--- src/hw/rtl/aggregation_slot_manager_assert.svh ---
// Assertion macros shared by the aggregation slot manager.
`ifndef AGGREGATION_SLOT_MANAGER_ASSERT_SVH
`define AGGREGATION_SLOT_MANAGER_ASSERT_SVH

// Same-cycle implication, disabled during reset.
`define ASM_ASSERT_NOW(label, clk, rst, ante, cons, msg) \
  label: assert property (@(posedge clk) disable iff (rst) (ante) |-> (cons)) \
    else $error(msg);

// Next-cycle implication, disabled during reset.
`define ASM_ASSERT_NEXT(label, clk, rst, ante, cons, msg) \
  label: assert property (@(posedge clk) disable iff (rst) (ante) |=> (cons)) \
    else $error(msg);

`endif

--- src/hw/rtl/asm_pkg.sv ---
package asm_pkg;

  // Result actions.
  localparam logic [1:0] ACT_FORWARD = 2'd0;
  localparam logic [1:0] ACT_ABSORB  = 2'd1;
  localparam logic [1:0] ACT_EMIT    = 2'd2;

  // Register map: word index taken from paddr[2].
  localparam int unsigned ADDR_W = 3;
  localparam logic REG_FANIN = 1'b0;
  localparam logic REG_ECN   = 1'b1;

  localparam logic [7:0] FANIN_RESET = 8'd2;
  localparam logic [4:0] ECN_RESET   = 5'd16;

  // One packet descriptor held in the input register.
  typedef struct packed {
    logic        is_data;
    logic [7:0]  job_id;
    logic [7:0]  seq_num;
    logic [15:0] packet_ref;
  } item_t;

  // Lookup request toward the slot table.
  typedef struct packed {
    logic       is_data;
    logic [7:0] job_id;
    logic [7:0] seq_num;
  } lookup_req_t;

  // Decision returned by the slot table.
  typedef struct packed {
    logic [1:0] action;
    logic       ecn_mark;
  } verdict_t;

endpackage

--- src/hw/rtl/asm_cfg_regs.sv ---
module asm_cfg_regs (
  input  logic                      clk,
  input  logic                      rst,
  input  logic                      psel,
  input  logic                      penable,
  input  logic                      pwrite,
  input  logic [asm_pkg::ADDR_W-1:0] paddr,
  input  logic [31:0]               pwdata,
  output logic [31:0]               prdata,
  output logic                      pready,
  output logic [7:0]                fanin_degree,
  output logic [4:0]                ecn_threshold
);

  logic wr_en;

  assign pready = 1'b1;
  assign wr_en  = psel && penable && pwrite;

  // Register writes complete in the access phase.
  always_ff @(posedge clk) begin
    if (rst) begin
      fanin_degree  <= asm_pkg::FANIN_RESET;
      ecn_threshold <= asm_pkg::ECN_RESET;
    end else if (wr_en) begin
      unique case (paddr[2])
        asm_pkg::REG_FANIN: fanin_degree  <= pwdata[7:0];
        asm_pkg::REG_ECN:   ecn_threshold <= pwdata[4:0];
        default: ;
      endcase
    end
  end

  // Read data is selected combinationally.
  always_comb begin
    unique case (paddr[2])
      asm_pkg::REG_FANIN: prdata = {24'd0, fanin_degree};
      asm_pkg::REG_ECN:   prdata = {27'd0, ecn_threshold};
      default:            prdata = 32'd0;
    endcase
  end

endmodule

--- src/hw/rtl/asm_slot_table.sv ---
module asm_slot_table #(
  parameter int NUM_SLOTS = 16,
  localparam int SW = (NUM_SLOTS > 1) ? $clog2(NUM_SLOTS) : 1
) (
  input  logic                 clk,
  input  logic                 rst,
  input  logic                 update,
  input  asm_pkg::lookup_req_t req,
  input  logic [7:0]           fanin_degree,
  input  logic [4:0]           ecn_threshold,
  output asm_pkg::verdict_t    verdict,
  output logic [SW-1:0]        slot
);

  localparam int BW = $clog2(NUM_SLOTS + 1);
  localparam int CW = (BW > 5) ? BW : 5;

  logic [7:0]    slot_job   [NUM_SLOTS];
  logic [7:0]    slot_seq   [NUM_SLOTS];
  logic [7:0]    slot_count [NUM_SLOTS];
  logic [BW-1:0] busy;

  logic [NUM_SLOTS-1:0] hit;
  logic [NUM_SLOTS-1:0] free;
  logic [SW-1:0] match_idx;
  logic [SW-1:0] free_idx;
  logic          claim;
  logic          found;
  logic [7:0]    cur_count;
  logic [7:0]    inc_count;
  logic          done;
  logic          congested;

  // Compare every slot against the tag in parallel.
  always_comb begin
    for (int i = 0; i < NUM_SLOTS; i++) begin
      free[i] = (slot_count[i] == 8'd0);
      hit[i]  = !free[i] && (slot_job[i] == req.job_id) && (slot_seq[i] == req.seq_num);
    end
  end

  // Lowest-numbered matching slot and lowest-numbered free slot.
  always_comb begin
    match_idx = '0;
    free_idx  = '0;
    for (int i = NUM_SLOTS - 1; i >= 0; i--) begin
      if (hit[i]) begin
        match_idx = SW'(i);
      end
      if (free[i]) begin
        free_idx = SW'(i);
      end
    end
  end

  // Pick the slot, bump its count and decide the action.
  always_comb begin
    claim     = (hit == '0);
    found     = req.is_data && ((hit != '0) || (free != '0));
    slot      = claim ? free_idx : match_idx;
    cur_count = slot_count[slot];
    inc_count = (cur_count == 8'hFF) ? cur_count : cur_count + 8'd1;
    done      = (inc_count >= fanin_degree);
    congested = (CW'(busy) >= CW'(ecn_threshold));

    if (!found) begin
      verdict.action   = asm_pkg::ACT_FORWARD;
      verdict.ecn_mark = 1'b0;
    end else if (done) begin
      verdict.action   = asm_pkg::ACT_EMIT;
      verdict.ecn_mark = congested;
    end else begin
      verdict.action   = asm_pkg::ACT_ABSORB;
      verdict.ecn_mark = 1'b0;
    end
  end

  // Counts and the busy tally; a count of zero marks a free slot.
  always_ff @(posedge clk) begin
    if (rst) begin
      for (int i = 0; i < NUM_SLOTS; i++) begin
        slot_count[i] <= 8'd0;
      end
      busy <= '0;
    end else if (update && found) begin
      if (done) begin
        slot_count[slot] <= 8'd0;
        if (!claim) begin
          busy <= busy - BW'(1);
        end
      end else begin
        slot_count[slot] <= inc_count;
        if (claim) begin
          busy <= busy + BW'(1);
        end
      end
    end
  end

  // Tags are only read while the count is nonzero, so they need no reset.
  always_ff @(posedge clk) begin
    if (update && found && claim) begin
      slot_job[slot] <= req.job_id;
      slot_seq[slot] <= req.seq_num;
    end
  end

endmodule

--- src/hw/rtl/aggregation_slot_manager.sv ---
// Aggregation slot manager.
// Input channel (in_valid/in_ready) carries one packet descriptor per transfer:
// is_data, job_id, seq_num, packet_ref. Output channel (out_valid/out_ready)
// returns exactly one result per input: action, ecn_mark, packet_ref_out and
// slot_index, in input order.
// The descriptor is captured in an input register at the transfer edge; the slot
// table lookup and update then complete and load the result register, unless the
// result register is held by a stall. Throughput is one item per cycle while the
// receiver does not stall; it is set by the read-modify-write of the slot table,
// which each item finishes before the next one looks it up.
// When the receiver stalls, the result register holds its value, and one more
// descriptor may still be taken into the input register; after that in_ready
// drops until the result is taken.
// Synchronous reset frees all slots, clears the busy tally, empties both
// registers and restores fanin_degree to 2 and ecn_threshold to 16.
// Configuration goes through the APB port at byte addresses 0 and 4; the user must
// write it only while the block is idle, which the block itself does not enforce.
module aggregation_slot_manager #(
  parameter int NUM_SLOTS = 16
) (
  input  logic                       clk,
  input  logic                       rst,
  input  logic                       in_valid,
  output logic                       in_ready,
  input  logic                       is_data,
  input  logic [7:0]                 job_id,
  input  logic [7:0]                 seq_num,
  input  logic [15:0]                packet_ref,
  output logic                       out_valid,
  input  logic                       out_ready,
  output logic [1:0]                 action,
  output logic                       ecn_mark,
  output logic [15:0]                packet_ref_out,
  output logic [3:0]                 slot_index,
  input  logic                       psel,
  input  logic                       penable,
  input  logic                       pwrite,
  input  logic [asm_pkg::ADDR_W-1:0] paddr,
  input  logic [31:0]                pwdata,
  output logic [31:0]                prdata,
  output logic                       pready
);

  localparam int SW = (NUM_SLOTS > 1) ? $clog2(NUM_SLOTS) : 1;

  logic [7:0]           fanin_degree;
  logic [4:0]           ecn_threshold;
  logic                 s1_valid;
  asm_pkg::item_t       s1_item;
  logic                 advance;
  asm_pkg::lookup_req_t req;
  asm_pkg::verdict_t    verdict;
  logic [SW-1:0]        slot;
  logic [SW+3:0]        slot_ext;

  asm_cfg_regs u_cfg (
    .clk           (clk),
    .rst           (rst),
    .psel          (psel),
    .penable       (penable),
    .pwrite        (pwrite),
    .paddr         (paddr),
    .pwdata        (pwdata),
    .prdata        (prdata),
    .pready        (pready),
    .fanin_degree  (fanin_degree),
    .ecn_threshold (ecn_threshold)
  );

  // The input register drains into the result register unless that one is stuck.
  assign advance  = s1_valid && (!out_valid || out_ready);
  assign in_ready = !s1_valid || advance;

  // Input register.
  always_ff @(posedge clk) begin
    if (rst) begin
      s1_valid <= 1'b0;
    end else if (in_ready) begin
      s1_valid <= in_valid;
    end
  end

  always_ff @(posedge clk) begin
    if (in_valid && in_ready) begin
      s1_item <= '{is_data: is_data, job_id: job_id, seq_num: seq_num,
                   packet_ref: packet_ref};
    end
  end

  assign req = '{is_data: s1_item.is_data, job_id: s1_item.job_id,
                 seq_num: s1_item.seq_num};

  asm_slot_table #(
    .NUM_SLOTS (NUM_SLOTS)
  ) u_table (
    .clk           (clk),
    .rst           (rst),
    .update        (advance),
    .req           (req),
    .fanin_degree  (fanin_degree),
    .ecn_threshold (ecn_threshold),
    .verdict       (verdict),
    .slot          (slot)
  );

  assign slot_ext = {4'd0, slot};

  // Result register.
  always_ff @(posedge clk) begin
    if (rst) begin
      out_valid <= 1'b0;
    end else if (advance) begin
      out_valid <= 1'b1;
    end else if (out_ready) begin
      out_valid <= 1'b0;
    end
  end

  always_ff @(posedge clk) begin
    if (advance) begin
      action   <= verdict.action;
      ecn_mark <= verdict.ecn_mark;
      case (verdict.action)
        asm_pkg::ACT_ABSORB: begin
          packet_ref_out <= 16'd0;
          slot_index     <= slot_ext[3:0];
        end
        asm_pkg::ACT_EMIT: begin
          packet_ref_out <= s1_item.packet_ref;
          slot_index     <= slot_ext[3:0];
        end
        default: begin
          packet_ref_out <= s1_item.packet_ref;
          slot_index     <= 4'd0;
        end
      endcase
    end
  end

  `include "aggregation_slot_manager_assert.svh"

  `ASM_ASSERT_NOW(a_absorb_clean, clk, rst, out_valid && (action == asm_pkg::ACT_ABSORB), (packet_ref_out == 16'd0) && !ecn_mark, "absorbed result carries a handle or mark")
  `ASM_ASSERT_NOW(a_forward_clean, clk, rst, out_valid && (action == asm_pkg::ACT_FORWARD), (slot_index == 4'd0) && !ecn_mark, "forwarded result carries a slot or mark")
  `ASM_ASSERT_NOW(a_full_stall, clk, rst, s1_valid && out_valid && !out_ready, !in_ready, "input taken while both registers are held")
  `ASM_ASSERT_NEXT(a_advance_loads, clk, rst, advance, out_valid, "result register not loaded after advance")

endmodule

--- config.mk ---
export PLATFORM = sky130hd
export DESIGN_NAME = aggregation_slot_manager
export DESIGN_NICKNAME = d
export VERILOG_FILES = /design/src/hw/rtl/asm_pkg.sv /design/src/hw/rtl/asm_cfg_regs.sv /design/src/hw/rtl/asm_slot_table.sv /design/src/hw/rtl/aggregation_slot_manager.sv
export VERILOG_INCLUDE_DIRS = /design/src /design/src/hw/rtl
export SDC_FILE = /design/constraint.sdc
export NUM_CORES = 1
export LEC_CHECK = 0
export BUFFER_PORTS_ARGS = -buffer_cell sky130_fd_sc_hd__buf_2
export CORE_MARGIN = 3
export CORE_UTILIZATION = 40
export CTS_CLUSTER_DIAMETER = 200
export DETAILED_ROUTE_END_ITERATION = 12
export PLACE_DENSITY = 0.69
export SYNTH_ARGS = -nofsm -noshare
export SYNTH_HDL_FRONTEND = slang
export SYNTH_SLANG_ARGS = --single-unit
--- constraint.sdc ---
create_clock -name clk -period 7.6 [get_ports clk]
set_clock_uncertainty 0.15 [all_clocks]
set_input_delay 0.76 -clock clk [delete_from_list [all_inputs] [get_ports clk]]
set_output_delay 0.76 -clock clk [all_outputs]
set_load 0.02 [all_outputs]
==> impl_results.md <==
* Status: complete, no violations
* Slew margin rel. at 18.2%
* Worst Path Arrival at ~7.7 ns
* Post-synthesis compound-gate area fraction at 5.35%
* Post-placement cell area at between 0.02 and 0.03 mm2
* Via density at roughly 5.6
* Drt pass-1 iters at 5
* Setup violations, final at 0
* Xor/xnor cell area share of the yosys netlist at 10.5%
* Met3 wire length at 5.43 mm
* Peak VDD IR at 0.000183 V
* Die width at 241 um
* Setup TNS at 0 ns
* Placer Congestion at around 0.95
* DRT antenna net count at 0
* Critical Path Start Type: flip-flop
* DP Wirelength at around 43 mm
* CP Class: reg -> reg
* Async SR Flop Fraction at 0%
* Dpl cells at ~2,700
* Critical path's slowest cell: or4_1
* Primary FF master, synth: edfxtp_1
* Ports at ~130
* Worst setup margin at roughly 0.24 ns
* Design Area, Final at ~0.027 mm2
* GRT Util Overall at between 20% and 30%
* Distinct cell type count of the synthesized netlist at 80
* Tmin final at 7.36 ns
* Antenna diode count at 0
* Cell area after synthesis at about 0.022 mm2
* MaxCap Viol Count at 0
* Worst Path Required at 7.90 ns
* Multi-input gate area at between 0.008 and 0.009 mm2
* Core Area at between 0.05 and 0.06 mm2
* Global-route wire length before repair at roughly 92 mm
* Core Rows at 85
* Post-Syn Instances at 1,719
* Adder-Cell Fraction of Synth Area at approximately 1.1%
* Synth top area cells: edfxtp_1, xnor2_1, xor2_1
* Reg clk slew, reported paths at about 0.06 ns
* Nets at about 2,200
* 1st-iter DRT viols at ~1,700
* CP Capture Type: flip-flop
* Synth-to-layout area growth at 23.4%
* Fin crit share at roughly 97%
* Grt ovf at 0
* Final Hold Fails at 0
* Total wire length at about 63 mm
* FF+latch count, synth at 460
* Largest area contributor in the netlist: edfxtp_1
* CTS tree: yes
* Achievable frequency at around 0.14 GHz
* Worst hold path type: in -> reg
* Clk sinks at between 400 and 500
* Die area at ~0.058 mm2
* Initial Utilization at approximately 40%
* Share of the yosys chip area belonging to registers at 61.5%
* Share of layout cells above drive strength 1 at a little over a quarter
* LEAKAGE at approximately 0.0099 uW
* WL per Instance at around 22 um
* Fill count at about 4,600
* Place WS at -0.413 ns
* Cts bufs inserted at between 40 and 50
* Clock buffer depth at 3
* Largest net degree at the start of global routing at 38
* DR WL met2 at approximately 30 mm
* Initial antenna violation count at 0
* Non-filler cells, final at 2,844
* Reg-to-reg slack, setup at between 0.2 and 0.25 ns
* Worst Tran Pin Value at roughly 1.2 ns
* Multiplexer share of the synthesized area at approximately 1.9%
* Post-synth EDFFs at 440
* Synth warnings at 0
* CTS root buffer: clkbuf_16
* Port Buf Inserts at 81
* Critical Path Max Stage Delay at about 0.55 ns
* Main combinational cell family by area after synthesis: simple AND/OR/NAND/NOR gates
* Vias in the first global route at 15,300
* Highest metal used: met4
* Post-Syn Area per Cell at roughly 13 um2
* H-tree levels at 2
* Crit Path Max Fanout at 8
* Die Ht at 241 um
* M1 WL at 25.6 mm
* Seq. cell area at roughly 0.014 mm2
* Yosys top cell area share at around three fifths
* Synth Area in Simple Gates at between 10% and 20%
* CP most frequent cell: buf_4
* Clk_lat worst skew at ~0.60 ns
* PwrDens at 226 mW/mm2
* Via Count at roughly 16,000
* Slew Viols, Final at 0
* DRC at 0
==> synth_stat cells (4+ instances only) <==
master       n
or3_1        6
nor3_1      55
and4_1       4
o21ai_0     21
a21oi_1     32
o22ai_1      9
edfxtp_1   440
a22oi_1      5
a31oi_1      6
clkbuf_1    25
nor4_1      82
ha_1        17
o211ai_1     8
inv_1       20
a221oi_1     6
a31o_2       4
and2_1       9
nand3_1     37
nand2b_1     6
or4bb_1      7
a21o_1      22
nor2_1     127
nand4b_1    16
or4_1       15
dfxtp_1     20
xor2_1     106
nor3_2      10
buf_4       46
xnor2_1    153
and3b_1     16
buf_6       11
nand2_1    134
o2111a_1     4
mux2i_1     31
mux2_2       7
a22o_1       5
o2111ai_1    4
nor2b_1     35
buf_1        6
buf_2       15
a211oi_1     4
nand4_1     76
==> repair_timing <==
item / 4_1_cts / 5_1_grt
gates resized for setup: 19 / 55
hold buffers: 0 / 0
endpoints found under the setup margin: 131 / 132
setup buffers: 9 / 26
cloned: 1 / 3
pin swaps: 5 / 24
==> per-layer routing <==
layer,track usage [%],vias up
li1,-,7119
met1,28.7,7813
met2,34.4,806
met3,2.72,138
met4,6.64,0
met5,0,-
==> worst max-delay path, delay by kind of cell, from the launching register on <==
family | cells | cell delay [ns]
compound gates | 16 | 2.74
xor+xnor | 4 | 0.62
fa+ha+maj | 3 | 0.81
buf+inv | 8 | 1.17
flops | 1 | 0.37
simple gates | 8 | 1.32
==> final cells by class <==
type / instances / area share [%]
well taps: 739 / 3.38
repair buffers: 381 / 10.9
clock inverters: 29 / 1.01
inverters: 20 / 0.275
clock buffers: 60 / 4.64
flip-flops and latches: 460 / 49.8
multi-input cells: 1155 / 30.0
==> power breakdown <==
part	total (uW)	switching (uW)	internal, uW
Combinational	983	610	373
Clock	2330	997	1330
Sequential	2860	32.8	2830
Total	6180	1640	4530
==> stage by stage <==
stage	total power [uW]	util [%]	hold slack (ns)
detailed placement	3820	46.2	0.299
CTS	6140	49.3	0.151
global placement	3810	46.2	0.294
floorplan	3460	-	0.286
finish	6180	50.3	0.186
global route	6360	50.3	0.167
==> state kept, by name, summed over array words and instances, names as in the netlist, 4 cells and up <==
register,cells
u_table.slot_count,128
u_table.slot_job,128
u_table.slot_seq,128
req,17
packet_ref_out,16
s1_item,16
u_cfg.fanin_degree,8
u_cfg.ecn_threshold,5
u_table.busy,5
slot_index,4
==> logic make-up after synthesis <==
family | after synthesis
muxes | 40
other | 2
DFF | 460
adders and majority gates | 18
buffers and inverters | 128
and+or+nand+nor | 650
xor gates and xnor gates | 263
AOI/OAI and AO/OA | 158
==> cell usage in the layout, fill, tap and decap left out, types with 10 or more instances in the layout <==
| master | Yosys | final |
|---|---|---|
| buf_4 | 46 | 270 |
| ha_1 | 17 | 16 |
| conb_1 | 2 | 25 |
| buf_12 | 2 | 21 |
| nor2b_1 | 35 | 32 |
| buf_2 | 15 | 81 |
| nor4_2 | 0 | 10 |
| mux2i_1 | 31 | 27 |
| clkbuf_1 | 25 | 11 |
| nor3_1 | 55 | 45 |
| nand2_1 | 134 | 134 |
| nor4_1 | 82 | 68 |
| xor2_1 | 106 | 105 |
| clkinv_1 | 0 | 11 |
| nand4b_1 | 16 | 16 |
| inv_1 | 20 | 20 |
| a21o_1 | 22 | 21 |
| a21oi_1 | 32 | 29 |
| edfxtp_1 | 440 | 440 |
| dfxtp_1 | 20 | 20 |
| nand3_1 | 37 | 37 |
| nor3_2 | 10 | 20 |
| o21ai_0 | 21 | 16 |
| nand4_1 | 76 | 76 |
| or4_1 | 15 | 10 |
| and3b_1 | 16 | 16 |
| clkbuf_16 | 0 | 51 |
| nor2_1 | 127 | 125 |
| xnor2_1 | 153 | 147 |
==> worst paths after layout <==
check / depth (start not counted) / from / endpoint
worst max-delay path: 39 / req[2]$_DFFE_PP_ / u_table.busy[4]$_SDFFE_PP0P_
worst max register to register: 39 / req[2]$_DFFE_PP_ / u_table.busy[4]$_SDFFE_PP0P_
worst min-delay path: 1 / packet_ref[9] / s1_item[9]$_DFFE_PP_
worst min register to register: 2 / u_cfg.fanin_degree[2]$_SDFFE_PP0P_ / u_cfg.fanin_degree[2]$_SDFFE_PP0P_
Note: power is estimated with default switching activity, not from simulation.
